`src/hdl/aet_pkg.sv`:
```
package aet_pkg;

  // number and position widths
  localparam int MANTISSA_WIDTH      = 32;
  localparam int MAX_FRACTION_DIGITS = 9;
  localparam int POSITION_WIDTH      = 16;
  localparam int FRAC_W              = 4;

  // token queue between lexer and token sequencer
  localparam int QUEUE_DEPTH = 4;
  localparam int QPTR_W      = $clog2(QUEUE_DEPTH);
  localparam int QCNT_W      = $clog2(QUEUE_DEPTH + 1);

  // token kinds
  localparam logic [2:0] KIND_NUMBER   = 3'd0;
  localparam logic [2:0] KIND_OPERATOR = 3'd1;
  localparam logic [2:0] KIND_LBRACKET = 3'd2;
  localparam logic [2:0] KIND_RBRACKET = 3'd3;
  localparam logic [2:0] KIND_END      = 3'd4;
  localparam logic [2:0] KIND_ERROR    = 3'd5;

  // operator codes
  localparam logic [2:0] OP_PLUS   = 3'd0;
  localparam logic [2:0] OP_MINUS  = 3'd1;
  localparam logic [2:0] OP_TIMES  = 3'd2;
  localparam logic [2:0] OP_DIVIDE = 3'd3;
  localparam logic [2:0] OP_MODULO = 3'd4;

  // error codes
  localparam logic [1:0] ERR_NONE       = 2'd0;
  localparam logic [1:0] ERR_BAD_CHAR   = 2'd1;
  localparam logic [1:0] ERR_DOUBLE_OP  = 2'd2;
  localparam logic [1:0] ERR_DOUBLE_BRK = 2'd3;

  // characters
  localparam logic [7:0] CH_LPAREN = 8'h28;
  localparam logic [7:0] CH_RPAREN = 8'h29;
  localparam logic [7:0] CH_PLUS   = 8'h2B;
  localparam logic [7:0] CH_MINUS  = 8'h2D;
  localparam logic [7:0] CH_STAR   = 8'h2A;
  localparam logic [7:0] CH_SLASH  = 8'h2F;
  localparam logic [7:0] CH_PCT    = 8'h25;
  localparam logic [7:0] CH_POINT  = 8'h2E;
  localparam logic [7:0] CH_SPACE  = 8'h20;
  localparam logic [7:0] CH_ZERO   = 8'h30;
  localparam logic [7:0] CH_NINE   = 8'h39;

  typedef struct packed {
    logic [7:0] char_in;
    logic       end_of_text;
  } char_t;

  typedef struct packed {
    logic [2:0]                token_kind;
    logic [2:0]                operator_code;
    logic [MANTISSA_WIDTH-1:0] mantissa;
    logic [FRAC_W-1:0]         fraction_digits;
    logic                      mantissa_overflow;
    logic [1:0]                error_kind;
    logic [POSITION_WIDTH-1:0] error_position;
    logic                      last_of_run;
  } token_t;

  // all tokens caused by one character, in emit order: number, middle, end
  typedef struct packed {
    logic                      has_num;
    logic [MANTISSA_WIDTH-1:0] num_mant;
    logic [FRAC_W-1:0]         num_frac;
    logic                      num_ovf;
    logic                      has_mid;
    logic [2:0]                mid_kind;
    logic [2:0]                mid_op;
    logic [1:0]                mid_err;
    logic [POSITION_WIDTH-1:0] mid_pos;
    logic                      has_end;
  } bundle_t;

endpackage

```
`src/hdl/arith_expression_tokenizer.sv`:
```
// The first token of a character is written into the token queue and then loaded into
//   the output register, where it goes valid.
// Throughput: one character per cycle while each yields at most one token and the
//   output is not stalled; the output sends one token per cycle when not stalled, and
//   the four-entry token queue absorbs multi-token characters before char_stall rises.
// Reset: synchronous rst returns the lexer to idle at position 0 and empties the queue.
module arith_expression_tokenizer import aet_pkg::*; (
  input  logic   clk,
  input  logic   rst,
  input  logic   char_valid,
  output logic   char_stall,
  input  char_t  char_data,
  output logic   token_valid,
  input  logic   token_stall,
  output token_t token_data
);

  logic    accept;
  logic    push;
  logic    pop;
  logic    empty;
  logic    full;
  bundle_t push_data;
  bundle_t head;

  // input beat taken whenever the queue has room
  assign char_stall = full;
  assign accept     = char_valid && !char_stall;

  aet_front u_front (
    .clk       (clk),
    .rst       (rst),
    .accept    (accept),
    .char_data (char_data),
    .push      (push),
    .bundle    (push_data)
  );

  aet_queue u_queue (
    .clk       (clk),
    .rst       (rst),
    .push      (push),
    .push_data (push_data),
    .pop       (pop),
    .head      (head),
    .empty     (empty),
    .full      (full)
  );

  aet_back u_back (
    .clk         (clk),
    .rst         (rst),
    .head        (head),
    .empty       (empty),
    .pop         (pop),
    .token_valid (token_valid),
    .token_stall (token_stall),
    .token_data  (token_data)
  );

endmodule

```
`src/hdl/aet_front.sv`:
```
module aet_front import aet_pkg::*; (
  input  logic    clk,
  input  logic    rst,
  input  logic    accept,
  input  char_t   char_data,
  output logic    push,
  output bundle_t bundle
);

  typedef enum logic [1:0] {
    MODE_IDLE,
    MODE_NUMBER,
    MODE_OPERATOR,
    MODE_BRACKET
  } mode_t;

  localparam int WIDE_W = MANTISSA_WIDTH + 4;

  mode_t                     mode, mode_next;
  logic                      halted, halted_next;
  logic [MANTISSA_WIDTH-1:0] accum, accum_next;
  logic [FRAC_W-1:0]         frac_count, frac_count_next;
  logic                      point_seen, point_seen_next;
  logic                      overflowed, overflowed_next;
  logic [POSITION_WIDTH-1:0] char_position;

  logic [7:0]        c;
  logic              eot;
  logic              is_digit, is_point, is_bracket, is_arith4, is_op, is_space;
  logic [2:0]        op_code;
  logic [3:0]        digit;
  logic [WIDE_W-1:0] accum_ext, wide;
  logic              digit_ovf;
  logic              idle_run;
  logic [1:0]        err;

  // character classes
  always_comb begin
    c          = char_data.char_in;
    eot        = char_data.end_of_text;
    is_digit   = (c >= CH_ZERO) && (c <= CH_NINE);
    is_point   = (c == CH_POINT);
    is_bracket = (c == CH_LPAREN) || (c == CH_RPAREN);
    is_arith4  = (c == CH_PLUS) || (c == CH_MINUS) || (c == CH_STAR) || (c == CH_SLASH);
    is_op      = is_arith4 || (c == CH_PCT);
    is_space   = (c == CH_SPACE);
    digit      = 4'(c - CH_ZERO);
    case (c)
      CH_PLUS:  op_code = OP_PLUS;
      CH_MINUS: op_code = OP_MINUS;
      CH_STAR:  op_code = OP_TIMES;
      CH_SLASH: op_code = OP_DIVIDE;
      default:  op_code = OP_MODULO;
    endcase
  end

  // accum * 10 + digit as shift-add, overflow if any bit above the mantissa
  always_comb begin
    accum_ext = WIDE_W'(accum);
    wide      = (accum_ext << 3) + (accum_ext << 1) + WIDE_W'(digit);
    digit_ovf = |wide[WIDE_W-1:MANTISSA_WIDTH];
  end

  // lexer step
  always_comb begin
    mode_next       = mode;
    halted_next     = halted;
    accum_next      = accum;
    frac_count_next = frac_count;
    point_seen_next = point_seen;
    overflowed_next = overflowed;
    idle_run        = 1'b0;
    err             = ERR_NONE;
    bundle          = '0;

    if (!halted) begin
      case (mode)
        MODE_NUMBER: begin
          if (is_digit) begin
            if (!(point_seen && (frac_count >= FRAC_W'(MAX_FRACTION_DIGITS)))) begin
              if (point_seen) begin
                frac_count_next = frac_count + 1'b1;
              end
              if (digit_ovf) begin
                accum_next      = '1;
                overflowed_next = 1'b1;
              end else begin
                accum_next = wide[MANTISSA_WIDTH-1:0];
              end
            end
          end else if (is_point) begin
            if (point_seen) begin
              err = ERR_BAD_CHAR;
            end else begin
              point_seen_next = 1'b1;
            end
          end else begin
            bundle.has_num  = 1'b1;
            bundle.num_mant = accum;
            bundle.num_frac = frac_count;
            bundle.num_ovf  = overflowed;
            idle_run        = 1'b1;
          end
        end
        MODE_OPERATOR: begin
          if (is_arith4) begin
            err = ERR_DOUBLE_OP;
          end else begin
            idle_run = 1'b1;
          end
        end
        MODE_BRACKET: begin
          if (is_bracket) begin
            err = ERR_DOUBLE_BRK;
          end else begin
            idle_run = 1'b1;
          end
        end
        default: begin
          idle_run = 1'b1;
        end
      endcase

      // character lexed from idle
      if (idle_run) begin
        mode_next = MODE_IDLE;
        if (is_bracket) begin
          bundle.has_mid  = 1'b1;
          bundle.mid_kind = (c == CH_LPAREN) ? KIND_LBRACKET : KIND_RBRACKET;
          mode_next       = MODE_BRACKET;
        end else if (is_digit || is_point) begin
          accum_next      = is_point ? '0 : MANTISSA_WIDTH'(digit);
          frac_count_next = '0;
          overflowed_next = 1'b0;
          point_seen_next = is_point;
          mode_next       = MODE_NUMBER;
        end else if (is_op) begin
          bundle.has_mid  = 1'b1;
          bundle.mid_kind = KIND_OPERATOR;
          bundle.mid_op   = op_code;
          mode_next       = MODE_OPERATOR;
        end else if (!is_space) begin
          err = ERR_BAD_CHAR;
        end
      end

      // error halts until end of text, otherwise flush at end of text
      if (err != ERR_NONE) begin
        bundle.has_mid  = 1'b1;
        bundle.mid_kind = KIND_ERROR;
        bundle.mid_op   = OP_PLUS;
        bundle.mid_err  = err;
        bundle.mid_pos  = char_position;
        halted_next     = 1'b1;
        mode_next       = MODE_IDLE;
      end else if (eot) begin
        if (mode_next == MODE_NUMBER) begin
          bundle.has_num  = 1'b1;
          bundle.num_mant = accum_next;
          bundle.num_frac = frac_count_next;
          bundle.num_ovf  = overflowed_next;
        end
        bundle.has_end = 1'b1;
      end
    end

    push = accept && (bundle.has_num || bundle.has_mid || bundle.has_end);
  end

  // lexer state
  always_ff @(posedge clk) begin
    if (rst) begin
      mode          <= MODE_IDLE;
      halted        <= 1'b0;
      accum         <= '0;
      frac_count    <= '0;
      point_seen    <= 1'b0;
      overflowed    <= 1'b0;
      char_position <= '0;
    end else if (accept) begin
      if (char_data.end_of_text) begin
        mode          <= MODE_IDLE;
        halted        <= 1'b0;
        accum         <= '0;
        frac_count    <= '0;
        point_seen    <= 1'b0;
        overflowed    <= 1'b0;
        char_position <= '0;
      end else begin
        mode          <= mode_next;
        halted        <= halted_next;
        accum         <= accum_next;
        frac_count    <= frac_count_next;
        point_seen    <= point_seen_next;
        overflowed    <= overflowed_next;
        char_position <= char_position + 1'b1;
      end
    end
  end

  // a halted lexer always sits in idle
  a_halt_idle: assert property (@(posedge clk) disable iff (rst)
    halted |-> (mode == MODE_IDLE))
    else $error("halted lexer not in idle mode");

  // end of text rearms the lexer and restarts the position
  a_eot_rearm: assert property (@(posedge clk) disable iff (rst)
    (accept && char_data.end_of_text) |=> (!halted && (char_position == '0)))
    else $error("end of text did not rearm the lexer");

endmodule

```
`src/hdl/aet_queue.sv`:
```
module aet_queue import aet_pkg::*; (
  input  logic    clk,
  input  logic    rst,
  input  logic    push,
  input  bundle_t push_data,
  input  logic    pop,
  output bundle_t head,
  output logic    empty,
  output logic    full
);

  bundle_t           entries [QUEUE_DEPTH];
  logic [QPTR_W-1:0] wr_ptr;
  logic [QPTR_W-1:0] rd_ptr;
  logic [QCNT_W-1:0] count;

  assign empty = (count == '0);
  assign full  = (count == QCNT_W'(QUEUE_DEPTH));
  assign head  = entries[rd_ptr];

  // storage
  always_ff @(posedge clk) begin
    if (push) begin
      entries[wr_ptr] <= push_data;
    end
  end

  // pointers and fill count
  always_ff @(posedge clk) begin
    if (rst) begin
      wr_ptr <= '0;
      rd_ptr <= '0;
      count  <= '0;
    end else begin
      if (push) begin
        wr_ptr <= wr_ptr + 1'b1;
      end
      if (pop) begin
        rd_ptr <= rd_ptr + 1'b1;
      end
      if (push && !pop) begin
        count <= count + 1'b1;
      end else if (pop && !push) begin
        count <= count - 1'b1;
      end
    end
  end

  // no push into a full queue, no pop from an empty one
  a_no_overrun: assert property (@(posedge clk) disable iff (rst)
    !(push && full) && !(pop && empty))
    else $error("token queue overrun or underrun");

endmodule

```
`src/hdl/aet_back.sv`:
```
module aet_back import aet_pkg::*; (
  input  logic    clk,
  input  logic    rst,
  input  bundle_t head,
  input  logic    empty,
  output logic    pop,
  output logic    token_valid,
  input  logic    token_stall,
  output token_t  token_data
);

  logic [2:0] done;
  logic [2:0] pending;
  logic [2:0] sel;
  logic       last;
  logic       load;
  token_t     tok;

  // pick the first token of the head bundle not yet sent
  always_comb begin
    pending = {head.has_end, head.has_mid, head.has_num} & ~done;
    if (pending[0]) begin
      sel = 3'b001;
    end else if (pending[1]) begin
      sel = 3'b010;
    end else begin
      sel = 3'b100;
    end
    last = ((pending & ~sel) == 3'b000);
    load = !empty && (!token_valid || !token_stall);
    pop  = load && last;

    tok = '0;
    if (sel[0]) begin
      tok.token_kind        = KIND_NUMBER;
      tok.mantissa          = head.num_mant;
      tok.fraction_digits   = head.num_frac;
      tok.mantissa_overflow = head.num_ovf;
    end else if (sel[1]) begin
      tok.token_kind     = head.mid_kind;
      tok.operator_code  = head.mid_op;
      tok.error_kind     = head.mid_err;
      tok.error_position = head.mid_pos;
    end else begin
      tok.token_kind = KIND_END;
    end
    tok.last_of_run = last;
  end

  // output register and progress through the head bundle
  always_ff @(posedge clk) begin
    if (rst) begin
      token_valid <= 1'b0;
      done        <= '0;
    end else if (load) begin
      token_valid <= 1'b1;
      done        <= last ? 3'b000 : (done | sel);
    end else if (!token_stall) begin
      token_valid <= 1'b0;
    end
  end

  always_ff @(posedge clk) begin
    if (load) begin
      token_data <= tok;
    end
  end

  // a queued bundle always has a token left to send
  a_head_pending: assert property (@(posedge clk) disable iff (rst)
    !empty |-> (pending != 3'b000))
    else $error("head bundle has nothing left to send");

  // the sent mask is cleared whenever a bundle retires
  a_done_clear: assert property (@(posedge clk) disable iff (rst)
    pop |=> (done == 3'b000))
    else $error("sent mask not cleared after bundle retired");

endmodule
```
`config.mk`:
```
export PLATFORM = sky130hd
export DESIGN_NAME = arith_expression_tokenizer
export DESIGN_NICKNAME = d
export VERILOG_FILES = /design/src/hdl/aet_pkg.sv /design/src/hdl/arith_expression_tokenizer.sv /design/src/hdl/aet_front.sv /design/src/hdl/aet_queue.sv /design/src/hdl/aet_back.sv
export SDC_FILE = /design/constraint.sdc
export NUM_CORES = 1
export LEC_CHECK = 0
export BUFFER_PORTS_ARGS = -buffer_cell sky130_fd_sc_hd__clkbuf_2
export CAP_MARGIN = 20
export CORE_MARGIN = 4
export CORE_UTILIZATION = 25
export CTS_CLUSTER_SIZE = 14
export DETAILED_ROUTE_END_ITERATION = 10
export PLACE_DENSITY_LB_ADDON = 0.3
export SYNTH_ARGS = -nofsm -noshare
export SYNTH_HDL_FRONTEND = slang
export SYNTH_SLANG_ARGS = --single-unit
```
`constraint.sdc`:
```
create_clock -name clk -period 12.8 [get_ports clk]
set_input_delay 0 -clock clk [delete_from_list [all_inputs] [get_ports clk]]
set_output_delay 0 -clock clk [all_outputs]
set_load 0.05 [all_outputs]
```
### Yosys cells after proc, flatten, opt, wreduce, memory -nomap -nowiden

Memory sizes are Yosys's and may differ from the RTL's. A register that Yosys moved wholly into a read port is not among the register bits.
Index checks and enable logic that the tools add are counted.

| word-level totals | value |
|---|---|
| word-level logic and storage cells | 181 |
| flip-flop bits (word level) | 130 |
| output and inout port bits | 64 |
| input port bits | 13 |
| RAM bits | 256 |
| memories kept | 1 |

Memory list:

| name | words | width | rd ports | clocked after memory_dff | write ports | RTL line | text |
|---|---|---|---|---|---|---|---|
| u_queue.entries | 4 | 64 | 1 | 1 | 1 | aet_queue.sv:12 | `bundle_t entries [QUEUE_DEPTH];` |

| cells by class | value |
|---|---|
| reductions and logical operators | 30 |
| add/sub/neg operators | 9 |
| multiplexer cells | 95 |
| bitwise gates (word level) | 6 |
| equal/unequal tests | 16 |
| order comparisons | 3 |

Operators by type and width:

| operator | count |
|---|---|
| 32-bit 2-to-1 mux | 9 |
| 38-bit 2-to-1 mux | 6 |
| 8-bit by 6-bit == test with 1-bit output, second input constant | 9 |
| 64-bit 2-to-1 mux | 1 |
| 4-bit 2-to-1 mux | 11 |
| 2-bit 2-to-1 mux | 20 |
| 35-bit by 33-bit adder with 36-bit output | 1 |
| 36-bit by 4-bit adder with 36-bit output | 1 |
| 1-bit 2-to-1 mux | 33 |
| 25-bit 2-to-1 mux | 1 |
| 3-bit 2-to-1 mux | 7 |
| 7-bit 2-to-1 mux | 3 |
| 16-bit by 1-bit adder with 16-bit output, second input constant | 1 |
| 16-bit 2-to-1 mux | 1 |
| 3-bit case mux with 4 select lines | 1 |
| 1-bit logical OR | 9 |
| 8-bit by 6-bit >= comparator with 1-bit output, second input constant | 1 |
| 8-bit by 6-bit <= comparator with 1-bit output, second input constant | 1 |
| 1-bit logical AND | 8 |
| 3-bit AND | 2 |
| 1-bit logical NOT | 6 |
| 3-bit logical NOT | 2 |
| 3-bit NOT | 2 |
| 2-bit case mux with 3 select lines | 1 |
| 18 further kinds | 22 |

### Logic depth before layout (Yosys ltp)

| logic depth | value |
|---|---|
| depth in word-level cells | 22 |
| depth in mapped cells | 15 |
| mapped depth without buffers | 13 |

### Modules after synthesis

From an unflattened synthesis, not the netlist that was laid out.

| unflattened totals | value |
|---|---|
| cell total of the unflattened synthesis | 1334 |
| area total of the unflattened synthesis | 18056.1 um^2 |

By module, submodules not included:

| module | area each (um^2) | instances | seq. area each (um^2) | cells an instance |
|---|---|---|---|---|
| aet_queue | 9739.3 | 1 | 7867.5 | 378 |
| aet_front | 5789.3 | 1 | 1141.1 | 797 |
| aet_back | 2513.7 | 1 | 1941.9 | 158 |
| arith_expression_tokenizer | 13.8 | 1 | 0.0 | 1 |

### Worst setup path before layout

Ideal clock, no wire load.

| timing path | value |
|---|---|
| path kind | reg-to-reg |
| start | register u_back.token_valid |
| end | register u_queue.count[2] |
| arrival | 5.365 ns |
| library setup time | 0.070 ns |
| required time | 12.730 ns |
| setup slack | 7.365 ns |
| cell stages (with the launch flop) | 9 |
| clock period less this slack | 5.435 ns |
| cells stage by stage | dfxtp_1 > a21oi_1 > nand2_1 > ha_1 > inv_1 > fa_1 > xor2_1 > or3_1 > a21oi_1 |

| on the way | value |
|---|---|
| cells in the longest elaborated chain, start to end | 7 |
| elaborated cells on any way between the ends | 9 |
| those cells by class | mux (1); reduce/logical (8) |

Ends and longest elaborated chain:

| element | RTL line | text |
|---|---|---|
| start, declared | aet_back.sv:7 | `output logic token_valid,` |
| start signal, assigned | aet_back.sv:53 | `token_valid <= 1'b0;` |
| start signal, assigned | aet_back.sv:56 | `token_valid <= 1'b1;` |
| start signal, assigned | aet_back.sv:59 | `token_valid <= 1'b0;` |
| 1-bit logical NOT (*) | aet_back.sv:30 | `load = !empty && (!token_valid \|\| !token_stall);` |
| 1-bit logical OR (*) | aet_back.sv:30 |  |
| 1-bit logical AND (*) | aet_back.sv:30 |  |
| named net u_back.load | aet_back.sv:16 | `logic load;` |
| 1-bit logical AND (*) | aet_back.sv:31 | `pop = load && last;` |
| 1-bit logical NOT | aet_queue.sv:41 | `if (push && !pop) begin` |
| 1-bit logical AND | aet_queue.sv:41 |  |
| 3-bit 2-to-1 mux / 2-bit nonzero test (equally long branches) | - |  |
| end signal, assigned | aet_queue.sv:42 | `count <= count + 1'b1;` |
| end signal, assigned | aet_queue.sv:44 | `count <= count - 1'b1;` |
| end, declared | aet_queue.sv:15 | `logic [QCNT_W-1:0] count;` |

Mark *: on every way through the listed nets, which the timed path passes. The rest lies on a longest branch.
A chain may end at the register's enable or synchronous reset.

### Final worst setup path

| timing path | value |
|---|---|
| start | register u_front.accum[2] |
| end | register u_front.accum[3] |

| on the way | value |
|---|---|
| cells in the longest elaborated chain, start to end | 12 |

Ends and longest elaborated chain:

| element | RTL line | text |
|---|---|---|
| start, declared | aet_front.sv:21 | `logic [MANTISSA_WIDTH-1:0] accum, accum_next;` |
| start signal, assigned | aet_front.sv:192 | `accum <= accum_next;` |
| 35-bit by 33-bit adder with 36-bit output (*) | aet_front.sv:60 | `wide = (accum_ext << 3) + (accum_ext << 1) + WIDE_W'(digit);` |
| 36-bit by 4-bit adder with 36-bit output (*) | aet_front.sv:60 |  |
| 4-bit OR reduction | aet_front.sv:61 | `digit_ovf = \|wide[WIDE_W-1:MANTISSA_WIDTH];` |
| 32-bit 2-to-1 mux (*) | aet_front.sv:84 | `if (digit_ovf) begin` |
| 32-bit 2-to-1 mux (*) | aet_front.sv:80 | `if (!(point_seen && (frac_count >= FRAC_W'(MAX_FRACTION_DIGITS)))) begin` |
| 32-bit 2-to-1 mux (*) | aet_front.sv:79 | `if (is_digit) begin` |
| 32-bit 2-to-1 mux (*) | aet_front.sv:77 | `case (mode)` |
| 32-bit 2-to-1 mux | aet_front.sv:131 | `end else if (is_digit \|\| is_point) begin` |
| 32-bit 2-to-1 mux | aet_front.sv:127 | `if (is_bracket) begin` |
| 32-bit 2-to-1 mux (*) | aet_front.sv:125 | `if (idle_run) begin` |
| 32-bit 2-to-1 mux (*) | aet_front.sv:76 | `if (!halted) begin` |
| 32-bit 2-to-1 mux (*) | aet_front.sv:181 | `if (char_data.end_of_text) begin` |

Every way passes the cells marked *; elsewhere a longest branch is shown, timed or not. The select of a mux whose other input is x is not followed.

==> results.md <==
- Mapped cell area: 17700 sq um
- Core area: 70100 sq um
- Ys flop type: edfxtp_1
- Nets: 1456
- DRT antenna net count: 0
- I/O Buffers: 76
- Number of global-route vias before repair: 10.9k
- Chip height: 274 microns
- Post-Syn Area per Cell: 13.7 sq um
- 1st-iter DRT viols: 689
- CP max stage cell: dlygate4sd3_1
- Critical path buffers and inverters: 3
- CTS tree: built
- Fin. max-slew vios: 0
- Placement Setup Slack: 8.22 ns
- Total GRT Usage: 10.8%
- TNS Setup: 0 ns
- WS Path Type: reg -> reg
- Hold crit path type: in -> reg
- #FFs+latches synth: 388
- Vias: 10.6k
- Register clock-pin slew on the reported worst setup and hold paths: 0.06 ns
- CP max FO: 27
- Synth cell types: 72
- RSZ-0062 raised after global routing: false
- DIE AREA: 75100 sq um
- CTS Sinks: 388
- Leakage: 7.29 nW
- Remaining Overflow, GRT: 0
- Wire per inst: 17.6 microns
- Max_cap viols: 0
- Die Wd: 274 microns
- Status: complete, no violations
- Vias per std cell: 4.53
- Post-synthesis sequential area ratio: 61.9%
- Data arrival, critical path: 5.25 ns
- Root Driver: clkbuf_16
- Final total power: 3.83 mW
- Final Hold Vio Count: 0
- Clk_lat worst skew: 0.56 ns
- Final HPWL DP: 27100 microns
- Worst hold slack: 0.0494 ns
- Worst setup SP type: flip-flop
- P&R area growth vs syn: 16.2%
- Layout cells sized above 1: 17.0%
- Max incr delay on CP: 0.58 ns
- Slew HR: 28.9%
- Final setup fails: 0
- Post-route minimum period: 4.75 ns
- Gp weighted congestion: 0.802
- # IOs: 77
- Mapped Nets: 1378
- Starting Density: 25.2%
- Setup Skew: 0.0303 ns
- Achievable Freq: 0.211 GHz
- Final cell count without fillers: 2340
- Synth Warn #: 0
- CTS H-Tree Depth: 2
- Worst Max-Slew Pin Slew: 1.07 ns
- Rows: 97
- Initial antenna violation count: 4
- Syn Inst Count: 1290
- Crit. End Element: flip-flop
- DRC violations left: 0
- Tcrit/Tclk final: 37.1%
- Placed cell count: 2257
- Async SR Flop Fraction: 0%
- Largest net degree at the start of global routing: 65
- Wirelength, routed: 41100 microns
- CP required: 13.30 ns
- P per Cell Area: 186 nW/um^2
- VDD IR max: 0.0982 mV
- CP Cell Sequence: inv_1 -> fa_1 -> fa_1 -> nand2b_1 -> a21oi_1 -> o211ai_1 -> a21oi_1 -> o21ai_0 -> and3b_1 -> o2111ai_2 -> buf_4 -> o21ai_0 -> a211oi_1 -> dlygate4sd3_1
- Total CTS buffers: 39
- Post-synth EDFFs: 318
- Top delay family on crit path: compound AO/OA/AOI/OAI gates
- Setup ws final: 8.05 ns
- DRT Pass-1 Iters: 5
- First-pass GRT wire length: 64100 microns
- Clock Path Buffers: 3
[timing repair]
action | 4_1_cts | 5_1_grt
endpoints found under the setup margin | 0 | 0
hold buffers | 8 | 0
hold endpoints to repair | 32 | 0
setup buffers | 0 | 0
resized for setup | 0 | 0
[synth_stat cells, types with 5 or more instances]
| cell | instances | area (sq um) |
|---|---|---|
| edfxtp_1 | 318 | 9550 |
| nor2_1 | 101 | 379 |
| nand2_1 | 85 | 319 |
| ha_1 | 72 | 901 |
| dfxtp_1 | 70 | 1400 |
| mux4_2 | 64 | 1440 |
| nor2b_1 | 64 | 400 |
| a21oi_1 | 60 | 300 |
| o21ai_0 | 59 | 295 |
| clkbuf_1 | 31 | 116 |
| and2_1 | 26 | 163 |
| inv_1 | 26 | 97.6 |
| o2bb2ai_1 | 26 | 228 |
| xor2_1 | 24 | 210 |
| buf_2 | 20 | 100 |
| xnor2_1 | 19 | 166 |
| nand2b_1 | 17 | 106 |
| nand3_1 | 17 | 85.1 |
| nor3_1 | 15 | 75.1 |
| o21ai_1 | 12 | 60.1 |
| or3_1 | 12 | 75.1 |
| a211oi_1 | 11 | 82.6 |
| a21o_1 | 11 | 82.6 |
| a22oi_1 | 9 | 67.6 |
| and3_1 | 9 | 56.3 |
| o211ai_1 | 9 | 67.6 |
| buf_1 | 8 | 30.0 |
| nand4_1 | 8 | 50.1 |
| a31oi_1 | 6 | 37.5 |
| o2111ai_1 | 5 | 43.8 |
| o21a_1 | 5 | 37.5 |
| o21bai_1 | 5 | 37.5 |
| o31ai_1 | 5 | 37.5 |
[through the flow]
| step | util (%) | cell area (sq um) |
|---|---|---|
| 6_report | 29.3 | 20600 |
| 5_1_grt | 29.3 | 20600 |
| 4_1_cts | 29.2 | 20500 |
| 3_5_place_dp | 27.3 | 19100 |
| 2_1_floorplan | - | 17700 |
| 3_3_place_gp | 27.2 | 19100 |
[worst register-to-register path, cell delays in order (launching register included)]
cell,delay [ns]
dfxtp_1,0.44
inv_1,0.10
fa_1,0.50
fa_1,0.46
nand2b_1,0.19
a21oi_1,0.24
o211ai_1,0.16
a21oi_1,0.24
o21ai_0,0.13
and3b_1,0.20
o2111ai_2,0.49
buf_4,0.45
o21ai_0,0.25
a211oi_1,0.26
dlygate4sd3_1,0.58
[final timing paths]
check / start / endpoint / slack [ns] / depth (start not counted)
min reg2reg: u_back.done[0]$_SDFFE_PP0P_ / u_back.done[0]$_SDFFE_PP0P_ / 0.49 / 2
min: char_data[3] / u_front.accum[2]$_SDFFE_PP0P_ / 0.05 / 3
max reg2reg: u_front.accum[2]$_SDFFE_PP0P_ / u_front.accum[3]$_SDFFE_PP0P_ / 8.05 / 14
max: u_front.accum[2]$_SDFFE_PP0P_ / u_front.accum[3]$_SDFFE_PP0P_ / 8.05 / 14
[metal layers]
metal / part of all wire, % / up-vias / global-route usage (%)
li1: - / 5060 / -
met1: 46 / 5312 / 14.5
met2: 48 / 171 / 18.3
met3: 4.0 / 47 / 1.72
met4: 1.8 / 4 / 2.64
met5: 0.066 / - / 0
[cell families after synthesis]
| logic type | share of synthesized area, % |
|---|---|
| compound gates | 9.19 |
| buf+inv | 2.07 |
| mux | 8.31 |
| simple gates | 11.0 |
| fa+ha+maj | 5.48 |
| xor+xnor | 2.13 |
| flops | 61.9 |
[final cells by class]
class / instances / area [sq um]
fill: 7158 / 49600
sequential: 388 / 11000
multi-input combinational: 815 / 6410
tap: 940 / 1180
clock buffer: 47 / 1010
timing repair buffer: 98 / 626
clock inverter: 24 / 284
inverter: 26 / 97.6
antenna: 2 / 5.00
[placed cells by master (no fill, tap or decap), types with 16 or more instances in the layout]
cell,instances
edfxtp_1,318
nor2_1,101
nand2_1,85
clkbuf_2,76
ha_1,72
dfxtp_1,68
nor2b_1,64
mux4_2,64
o21ai_0,59
a21oi_1,58
clkbuf_16,39
inv_1,26
o2bb2ai_1,26
xor2_1,24
and2_1,22
xnor2_1,19
nand3_1,17
nand2b_1,16
[registers in the layout, indices dropped and copies added (netlist names), named ones only]
name                   count
u_front.accum             32
u_back.token_valid         1
u_queue.rd_ptr             2
u_front.overflowed         1
u_back.done                3
u_back.token_data         62
u_front.point_seen         1
u_queue.count              3
u_queue.wr_ptr             2
u_front.halted             1
u_front.char_position     16
u_front.frac_count         4
u_front.mode               2
u_queue.entries          256
[power breakdown]
part | internal [mW] | switching [mW] | leakage (nW)
registers | 1.61 | 0.0724 | 3.66
logic | 0.280 | 0.715 | 3.01
clock network | 0.669 | 0.482 | 0.623
total | 2.56 | 1.27 | 7.29
Note: power is estimated with default switching activity, not from simulation.
